[src/design/mcr_pkg.sv]
// Package for the midpoint circle rasterizer: opcodes, status codes, sequencer
// state and the pixel ordering tables shared by the design.
// No dependencies.
package mcr_pkg;

	// Opcodes carried in the input tuser.
	localparam logic [1:0] OP_START_FULL   = 2'd0;
	localparam logic [1:0] OP_START_CORNER = 2'd1;
	localparam logic [1:0] OP_STEP         = 2'd2;

	// Status codes carried in the output tuser.
	localparam logic [1:0] STS_PIXEL = 2'd0;
	localparam logic [1:0] STS_START = 2'd1;
	localparam logic [1:0] STS_DONE  = 2'd2;
	localparam logic [1:0] STS_BADR  = 2'd3;

	// Field widths.
	localparam int CoordW    = 16;
	localparam int RadiusW   = 15;
	localparam int PixW      = 17;
	localparam int ColorW    = 32;
	localparam int MaskW     = 4;
	localparam int DecisionW = 18;
	localparam int GradXW    = 16;
	localparam int GradYW    = 17;
	localparam int NumSlots  = 8;

	// Sequencer states, one-hot.
	typedef enum logic [1:0] {
		ST_IDLE = 2'b01,
		ST_EMIT = 2'b10
	} state_t;

	// Which pixel ordering is being drained.
	typedef enum logic [1:0] {
		TBL_AXIS   = 2'd0,
		TBL_FULL   = 2'd1,
		TBL_CORNER = 2'd2
	} tbl_t;

	// Octant selector: swap picks (y,x) over (x,y), neg_a/neg_b negate the
	// column and row offsets.
	typedef struct packed {
		logic swap;
		logic neg_b;
		logic neg_a;
	} oct_t;

	// Maps a pending slot of a given table to the octant it draws.
	function automatic oct_t slot_oct(input tbl_t tbl, input logic [2:0] slot);
		logic [2:0] code;
		code = 3'd0;
		case (tbl)
			TBL_FULL: begin
				code = slot;
			end
			TBL_CORNER: begin
				case (slot)
					3'd0:    code = 3'd0;
					3'd1:    code = 3'd4;
					3'd2:    code = 3'd2;
					3'd3:    code = 3'd6;
					3'd4:    code = 3'd5;
					3'd5:    code = 3'd1;
					3'd6:    code = 3'd7;
					3'd7:    code = 3'd3;
					default: code = 3'd0;
				endcase
			end
			TBL_AXIS: begin
				case (slot)
					3'd0:    code = 3'd0;
					3'd1:    code = 3'd2;
					3'd2:    code = 3'd4;
					3'd3:    code = 3'd5;
					default: code = 3'd0;
				endcase
			end
			default: code = 3'd0;
		endcase
		return oct_t'(code);
	endfunction

endpackage

[src/design/midpoint_circle_rasterizer_top.sv]
// Midpoint circle rasterizer top level: input stream, decision update,
// pixel sequencer and output register.
// Depends on mcr_pkg.
//
// Each accepted beat is answered by its results one per cycle while the output
// register is not held by m_axis_tready low; pixels come from a single
// coordinate adder pair that builds one mirrored pixel per cycle. The input is
// not ready until the last result of the beat has been loaded into the output
// register. A full-circle start gives five results, a corner start or any
// status answer one, a step eight in full mode and two per selected quadrant in
// corner mode. A step in corner mode with an empty mask and the unused opcode
// produce no result. Every beat's final result carries tlast.
module midpoint_circle_rasterizer_top (
	input  logic        clk,
	input  logic        arst_n,
	input  logic        s_axis_tvalid,
	output logic        s_axis_tready,
	// center_x[15:0], center_y[31:16], radius[46:32], corner_mask[50:47],
	// color[82:51], zero pad[87:83]
	input  logic [87:0] s_axis_tdata,
	// opcode[1:0]
	input  logic [1:0]  s_axis_tuser,
	output logic        m_axis_tvalid,
	input  logic        m_axis_tready,
	// pixel_x[16:0], pixel_y[33:17], pixel_color[65:34], zero pad[71:66]
	output logic [71:0] m_axis_tdata,
	// status[1:0]
	output logic [1:0]  m_axis_tuser,
	output logic        m_axis_tlast
);

	// Input field unpacking.
	logic        [1:0]                    in_op;
	logic signed [mcr_pkg::CoordW-1:0]    in_cx;
	logic signed [mcr_pkg::CoordW-1:0]    in_cy;
	logic signed [mcr_pkg::RadiusW-1:0]   in_r;
	logic        [mcr_pkg::MaskW-1:0]     in_mask;
	logic        [mcr_pkg::ColorW-1:0]    in_color;

	assign in_op    = s_axis_tuser;
	assign in_cx    = s_axis_tdata[15:0];
	assign in_cy    = s_axis_tdata[31:16];
	assign in_r     = s_axis_tdata[46:32];
	assign in_mask  = s_axis_tdata[50:47];
	assign in_color = s_axis_tdata[82:51];

	// Drawing state.
	mcr_pkg::state_t                       state_q;
	logic                                  active_q;
	logic signed [mcr_pkg::RadiusW-1:0]    step_x_q;
	logic signed [mcr_pkg::RadiusW-1:0]    step_y_q;
	logic signed [mcr_pkg::DecisionW-1:0]  decision_q;
	logic signed [mcr_pkg::GradXW-1:0]     grad_x_q;
	logic signed [mcr_pkg::GradYW-1:0]     grad_y_q;
	logic signed [mcr_pkg::CoordW-1:0]     saved_cx_q;
	logic signed [mcr_pkg::CoordW-1:0]     saved_cy_q;
	logic        [mcr_pkg::ColorW-1:0]     saved_color_q;
	logic        [mcr_pkg::MaskW:0]        saved_mask_q;

	// Result sequencer state.
	logic                          sts_pend_q;
	logic [1:0]                    sts_code_q;
	logic [mcr_pkg::NumSlots-1:0]  pix_pend_q;
	mcr_pkg::tbl_t                 tbl_q;

	// Output register.
	logic        o_valid_q;
	logic [71:0] o_data_q;
	logic [1:0]  o_user_q;
	logic        o_last_q;

	logic in_fire;
	logic load;

	assign s_axis_tready = (state_q == mcr_pkg::ST_IDLE);
	assign in_fire       = s_axis_tvalid && s_axis_tready;
	assign load          = (state_q == mcr_pkg::ST_EMIT) && (!o_valid_q || m_axis_tready);

	// One midpoint iteration, applied when a step beat is accepted.
	logic                                  d_nonneg;
	logic signed [mcr_pkg::GradYW-1:0]     gy_inc;
	logic signed [mcr_pkg::GradXW-1:0]     gx_inc;
	logic signed [mcr_pkg::DecisionW-1:0]  d_mid;
	logic signed [mcr_pkg::DecisionW-1:0]  d_new;
	logic signed [mcr_pkg::RadiusW-1:0]    y_new;
	logic signed [mcr_pkg::GradYW-1:0]     gy_new;
	logic                                  step_over;

	always_comb begin
		d_nonneg  = !decision_q[mcr_pkg::DecisionW-1];
		gy_inc    = grad_y_q + 17'sd2;
		gx_inc    = grad_x_q + 16'sd2;
		d_mid     = d_nonneg ? (decision_q + mcr_pkg::DecisionW'(gy_inc)) : decision_q;
		d_new     = d_mid + mcr_pkg::DecisionW'(gx_inc);
		y_new     = d_nonneg ? (step_y_q - 15'sd1) : step_y_q;
		gy_new    = d_nonneg ? gy_inc : grad_y_q;
		step_over = !active_q || (step_x_q >= step_y_q);
	end

	// Start values derived from the incoming radius.
	logic signed [mcr_pkg::DecisionW-1:0]  d_start;
	logic signed [mcr_pkg::GradYW-1:0]     gy_start;

	always_comb begin
		d_start  = 18'sd1 - mcr_pkg::DecisionW'(in_r);
		gy_start = 17'sd0 - $signed({1'b0, in_r, 1'b0});
	end

	// Beat acceptance: update the drawing state and queue the results.
	always_ff @(posedge clk or negedge arst_n) begin
		if (!arst_n) begin
			active_q      <= 1'b0;
			step_x_q      <= '0;
			step_y_q      <= '0;
			decision_q    <= '0;
			grad_x_q      <= 16'sd1;
			grad_y_q      <= '0;
			saved_cx_q    <= '0;
			saved_cy_q    <= '0;
			saved_color_q <= '0;
			saved_mask_q  <= '0;
		end else if (in_fire) begin
			case (in_op)
				mcr_pkg::OP_START_FULL, mcr_pkg::OP_START_CORNER: begin
					if (in_r[mcr_pkg::RadiusW-1]) begin
						active_q <= 1'b0;
					end else begin
						saved_cx_q    <= in_cx;
						saved_cy_q    <= in_cy;
						saved_color_q <= in_color;
						saved_mask_q  <= {(in_op == mcr_pkg::OP_START_FULL), in_mask};
						step_x_q      <= '0;
						step_y_q      <= in_r;
						decision_q    <= d_start;
						grad_x_q      <= 16'sd1;
						grad_y_q      <= gy_start;
						active_q      <= 1'b1;
					end
				end
				mcr_pkg::OP_STEP: begin
					if (step_over) begin
						active_q <= 1'b0;
					end else begin
						step_x_q   <= step_x_q + 15'sd1;
						step_y_q   <= y_new;
						grad_x_q   <= gx_inc;
						grad_y_q   <= gy_new;
						decision_q <= d_new;
					end
				end
				default: begin
				end
			endcase
		end
	end

	// Lowest pending pixel slot and the octant it draws.
	logic [2:0]                    slot;
	logic [mcr_pkg::NumSlots-1:0]  slot_bit;
	mcr_pkg::oct_t                 oct;

	always_comb begin
		slot     = 3'd0;
		slot_bit = '0;
		for (int i = mcr_pkg::NumSlots - 1; i >= 0; i--) begin
			if (pix_pend_q[i]) begin
				slot = 3'(i);
			end
		end
		slot_bit[slot] = 1'b1;
		oct = mcr_pkg::slot_oct(tbl_q, slot);
	end

	// Shared coordinate unit: one mirrored pixel per cycle while the output register can load.
	logic signed [mcr_pkg::PixW-1:0] off_a;
	logic signed [mcr_pkg::PixW-1:0] off_b;
	logic signed [mcr_pkg::PixW-1:0] pix_x;
	logic signed [mcr_pkg::PixW-1:0] pix_y;

	always_comb begin
		off_a = mcr_pkg::PixW'(oct.swap ? step_y_q : step_x_q);
		off_b = mcr_pkg::PixW'(oct.swap ? step_x_q : step_y_q);
		pix_x = mcr_pkg::PixW'(saved_cx_q) + (oct.neg_a ? -off_a : off_a);
		pix_y = mcr_pkg::PixW'(saved_cy_q) + (oct.neg_b ? -off_b : off_b);
	end

	// Sequencer: queue results on acceptance, drain one per output slot.
	always_ff @(posedge clk or negedge arst_n) begin
		if (!arst_n) begin
			state_q    <= mcr_pkg::ST_IDLE;
			sts_pend_q <= 1'b0;
			sts_code_q <= mcr_pkg::STS_PIXEL;
			pix_pend_q <= '0;
			tbl_q      <= mcr_pkg::TBL_AXIS;
		end else if (in_fire) begin
			case (in_op)
				mcr_pkg::OP_START_FULL, mcr_pkg::OP_START_CORNER: begin
					state_q    <= mcr_pkg::ST_EMIT;
					sts_pend_q <= 1'b1;
					tbl_q      <= mcr_pkg::TBL_AXIS;
					if (in_r[mcr_pkg::RadiusW-1]) begin
						sts_code_q <= mcr_pkg::STS_BADR;
						pix_pend_q <= '0;
					end else begin
						sts_code_q <= mcr_pkg::STS_START;
						pix_pend_q <= (in_op == mcr_pkg::OP_START_FULL) ? 8'h0F : 8'h00;
					end
				end
				mcr_pkg::OP_STEP: begin
					if (step_over) begin
						state_q    <= mcr_pkg::ST_EMIT;
						sts_pend_q <= 1'b1;
						sts_code_q <= mcr_pkg::STS_DONE;
						pix_pend_q <= '0;
					end else if (saved_mask_q[mcr_pkg::MaskW]) begin
						state_q    <= mcr_pkg::ST_EMIT;
						sts_pend_q <= 1'b0;
						tbl_q      <= mcr_pkg::TBL_FULL;
						pix_pend_q <= 8'hFF;
					end else begin
						// Quadrant pairs in emission order: lower-right, upper-right,
						// lower-left, upper-left.
						state_q    <= (saved_mask_q[3:0] != 4'd0) ? mcr_pkg::ST_EMIT
						                                           : mcr_pkg::ST_IDLE;
						sts_pend_q <= 1'b0;
						tbl_q      <= mcr_pkg::TBL_CORNER;
						pix_pend_q <= {{2{saved_mask_q[0]}}, {2{saved_mask_q[3]}},
						               {2{saved_mask_q[1]}}, {2{saved_mask_q[2]}}};
					end
				end
				default: begin
				end
			endcase
		end else if (load) begin
			if (sts_pend_q) begin
				sts_pend_q <= 1'b0;
				if (pix_pend_q == '0) begin
					state_q <= mcr_pkg::ST_IDLE;
				end
			end else begin
				pix_pend_q <= pix_pend_q & ~slot_bit;
				if ((pix_pend_q & ~slot_bit) == '0) begin
					state_q <= mcr_pkg::ST_IDLE;
				end
			end
		end
	end

	// Output register: valid control under reset, payload loaded on demand.
	always_ff @(posedge clk or negedge arst_n) begin
		if (!arst_n) begin
			o_valid_q <= 1'b0;
		end else if (load) begin
			o_valid_q <= 1'b1;
		end else if (m_axis_tready) begin
			o_valid_q <= 1'b0;
		end
	end

	always_ff @(posedge clk) begin
		if (load) begin
			if (sts_pend_q) begin
				o_data_q <= {6'd0, saved_color_q, 34'd0};
				o_user_q <= sts_code_q;
				o_last_q <= (pix_pend_q == '0);
			end else begin
				o_data_q <= {6'd0, saved_color_q, pix_y, pix_x};
				o_user_q <= mcr_pkg::STS_PIXEL;
				o_last_q <= ((pix_pend_q & ~slot_bit) == '0);
			end
		end
	end

	assign m_axis_tvalid = o_valid_q;
	assign m_axis_tdata  = o_data_q;
	assign m_axis_tuser  = o_user_q;
	assign m_axis_tlast  = o_last_q;

	// Checks on the sequencer.
	a_ready_empty: assert property (@(posedge clk) disable iff (!arst_n)
		s_axis_tready |-> (!sts_pend_q && (pix_pend_q == '0)))
		else $error("input ready while results are still queued");

	a_emit_has_work: assert property (@(posedge clk) disable iff (!arst_n)
		(state_q == mcr_pkg::ST_EMIT) |-> (sts_pend_q || (pix_pend_q != '0)))
		else $error("emitting with nothing queued");

	a_pixel_drain: assert property (@(posedge clk) disable iff (!arst_n)
		(load && !sts_pend_q) |=>
		($countones(pix_pend_q) == $countones($past(pix_pend_q)) - 1))
		else $error("pixel queue did not drop by one beat");

	a_status_zero_xy: assert property (@(posedge clk) disable iff (!arst_n)
		(m_axis_tvalid && (m_axis_tuser != mcr_pkg::STS_PIXEL)) |->
		(m_axis_tdata[33:0] == 34'd0))
		else $error("status beat carries nonzero coordinates");

endmodule
[config.mk]
export PLATFORM = sky130hd
export DESIGN_NAME = midpoint_circle_rasterizer_top
export DESIGN_NICKNAME = d
export VERILOG_FILES = /design/src/design/mcr_pkg.sv /design/src/design/midpoint_circle_rasterizer_top.sv
export SDC_FILE = /design/constraint.sdc
export NUM_CORES = 1
export LEC_CHECK = 0
export BUFFER_PORTS_ARGS = -buffer_cell sky130_fd_sc_hd__buf_4
export CAP_MARGIN = 30
export CELL_PAD_IN_SITES_DETAIL_PLACEMENT = 0
export CELL_PAD_IN_SITES_GLOBAL_PLACEMENT = 1
export CORE_MARGIN = 5
export CORE_UTILIZATION = 49
export DETAILED_ROUTE_END_ITERATION = 16
export PLACE_DENSITY = 0.95
export SYNTH_ARGS = -nofsm -noshare
export SYNTH_HDL_FRONTEND = slang
export SYNTH_SLANG_ARGS = --single-unit
[constraint.sdc]
create_clock -name clk -period 15.4 [get_ports clk]
set_clock_uncertainty 0.1 [all_clocks]
set_input_delay 0.77 -clock clk [delete_from_list [all_inputs] [get_ports clk]]
set_output_delay 0.77 -clock clk [all_outputs]
set_load 0.01 [all_outputs]
==> impl_metrics.ini <==
[status]
outcome = completed

[floorplan]
core_region_area_um2 = 30600
row_count = 64
initial_utilization_pct = 49.7
dieArea_um2 = 34600
die_x_um = 186
io_pins = 171
die_y_um = 186

[yosys]
yosysSeqAreaShare_pct = 41.0
syn_area_um2 = 15200
yosysUniqueCellTypes = 91
synth_top_area_share_pct = 27.0
yosys.area.top_type = dfrtp_1
ys_ff_latch = 235
netlist_top_cells_area = dfrtp_1 (27%), edfxtp_1 (14%), nand2_1 (9.2%)
syn_avg_cell_area_um2 = 8.57
synth_edf_count = 69
yosysWarningCount = 0
synthFlopType = dfrtp_1
synthArstFlopShare_pct = 70.6
syn_inst = 1773

[sta]
fmax_mhz = 171
period_needed_ns = 5.85
rsz0062_at_grt = no
slew_violations = 0
finalSetupViolCount = 0
slew_headroom_pct = 34.5
post-route-period-util_pct = 38.0
finalHoldViolCount = 0
tightest_slew_ns = 0.982
fin_setup_tns_ns = 0
setup_ws_ns = 9.55

[route]
drtIter0Drc = 857
firstDrtPassIters = 6
wl_um = 40300
drc = 0
detail-route-antenna-nets = 0
vias = 12963
wl_per_cell_um = 17.4
vias_per_cell = 5.61

[power]
power.density_nw_per_um2 = 271
peakVddDrop_v = 0.000153
p_leak_nw = 8.11

[clocking]
cts.sinks = 235
cts_resized = 0
postCtsSetupBuffers = 0
cts-htree-levels = 1
cts_made_buffers = 26
clk_latency_ns = 0.54
cts_tree = built
ctsHoldBuffers = 0
clockBufferDepth = 3
clkSlewWorstSetupHoldPaths_ns = 0.07
cts_root_buf = clkbuf_16

[worst_setup_path]
worstSetupPathType = flip-flop to flip-flop
reg2reg_slack_ns = 9.55
r2r-start = pix_pend_q[3]$_DFFE_PN0P_
worst-path-max-fanout = 79
crit_path_start_kind = flip-flop
endpoint_kind = flip-flop
cp.arrival_ns = 6.03
reg2reg_to = m_axis_tdata[33]$_SDFFCE_PP0P_
worstPathRequired_ns = 15.58
rr_worst_depth = 19

[finish]
layout_commonest_cell = nand2_1
fin_nets = 2080
num_antenna_cells = 0
area_delta_synth_final_pct = 15.4
final_cell_mix = nand2_1 (373), nor2_1 (186), buf_4 (174)
nFillCells = 2745
post-route-util_pct = 57.3
drive_gt1_share_pct = 14.0
finalNonFillerCells = 2311

[placement]
place.gp.congestion = 0.933
place_ws_ns = 9.63
dp_hpwl_um = 29000
port_buffers = 159
dp_cells = 2263

[global_routing]
antenna_found_initial = 0
grt_max_degree = 86
grt_overflow = 0
grt_pass1_wl_um = 63900
track_usage_pct = 22.6
grt_pass1_vias = 12475

[min_path]
hp-class = input pin to asynchronous set/reset pin

[run]
cap_violations = 0
-- worst max-delay path by stage --
| stage | startpoint | to | slack [ns] | cells past startpoint |
|---|---|---|---|---|
| global placement | pix_pend_q[3]$_DFFE_PN0P_ | m_axis_tdata[33]$_SDFFCE_PP0P_ | 9.68 | 19 |
| finish | pix_pend_q[3]$_DFFE_PN0P_ | m_axis_tdata[33]$_SDFFCE_PP0P_ | 9.55 | 19 |
| detailed placement | pix_pend_q[3]$_DFFE_PN0P_ | m_axis_tdata[33]$_SDFFCE_PP0P_ | 9.63 | 19 |
| global route | pix_pend_q[3]$_DFFE_PN0P_ | m_axis_tdata[33]$_SDFFCE_PP0P_ | 9.13 | 19 |
| floorplan | m_axis_tready | pix_pend_q[2]$_DFFE_PN0P_ | 9.60 | 7 |
| CTS | pix_pend_q[3]$_DFFE_PN0P_ | m_axis_tdata[33]$_SDFFCE_PP0P_ | 9.59 | 19 |
-- sequential cells by signal (all words and copies together) (netlist names), 5 cells and up --
signal / cells
pix_pend_q: 8
saved_mask_q: 5
decision_q: 18
saved_cy_q: 16
step_x_q: 15
grad_y_q: 16
step_y_q: 15
saved_color_q: 32
grad_x_q: 16
saved_cx_q: 16
m_axis_tdata: 66
-- power breakdown --
part,internal (mW),switching (mW)
logic,1.21,1.68
registers,1.01,0.202
clock network,0.392,0.259
total,2.61,2.14
-- worst max-delay path, stage by stage (launching register included) --
cell	delay [ns]
dfrtp_1	0.43
or4_4	0.60
nor2_4	0.13
a21oi_2	0.08
o21bai_4	0.12
buf_4	0.65
nor2_1	0.09
a21oi_1	0.20
ha_1	0.36
nand2_1	0.12
nand2_1	0.10
xor2_1	0.17
ha_1	0.29
a2111oi_0	0.71
o21ai_0	0.34
a211o_1	0.38
a31o_2	0.24
a21oi_1	0.18
nand3_1	0.10
nor3b_2	0.17
-- metal layers --
metal / track usage [%] / vias up / routed length, µm
met4: 5.19 / 0 / 755
met1: 32.6 / 6130 / 18300
li1: - / 6352 / -
met2: 36.3 / 422 / 18200
met5: 0 / - / 0
met3: 3.35 / 59 / 2970
-- layout make-up --
cell class	instances	area, µm²	area share (%)
multi-input combinational	1403	8400	47.9
sequential	235	6230	35.5
timing repair buffer	175	1320	7.51
clock buffer	32	704	4.02
tap	396	495	2.82
inverter	54	203	1.16
clock inverter	16	190	1.08
-- Yosys cell counts (all sizes together) (54+ instances only) --
cell type / count
o21ai: 116
nand2: 373
inv: 54
edfxtp: 69
nor2: 188
clkbuf: 58
dfrtp: 164
nand3: 55
a21oi: 113
nor3: 59
ha: 88
xnor2: 86
-- metrics by stage --
| step | power [mW] | hold slack [ns] | area [µm²] |
|---|---|---|---|
| 4_1_cts | 4.76 | 0.0959 | 17500 |
| 3_5_place_dp | 4.07 | 0.330 | 16600 |
| 3_3_place_gp | 3.98 | 0.326 | 16600 |
| 2_1_floorplan | 3.33 | 0.325 | 15200 |
| 6_report | 4.75 | 0.0940 | 17500 |
| 5_1_grt | 5.15 | 0.123 | 17500 |
-- cells by family (layout without fill, tap and decap cells) --
logic type | Yosys count | after routing | share of synthesized area (%)
DFF | 235 | 235 | 41.0
muxes | 27 | 27 | 1.96
other | 1 | 6 | 0.0247
buffers and inverters | 140 | 277 | 4.07
adders and majority gates | 93 | 93 | 7.77
AOI/OAI and AO/OA | 365 | 365 | 14.9
and+or+nand+nor | 779 | 779 | 22.6
xor gates and xnor gates | 133 | 133 | 7.66
(Power assumes the default switching activity.)
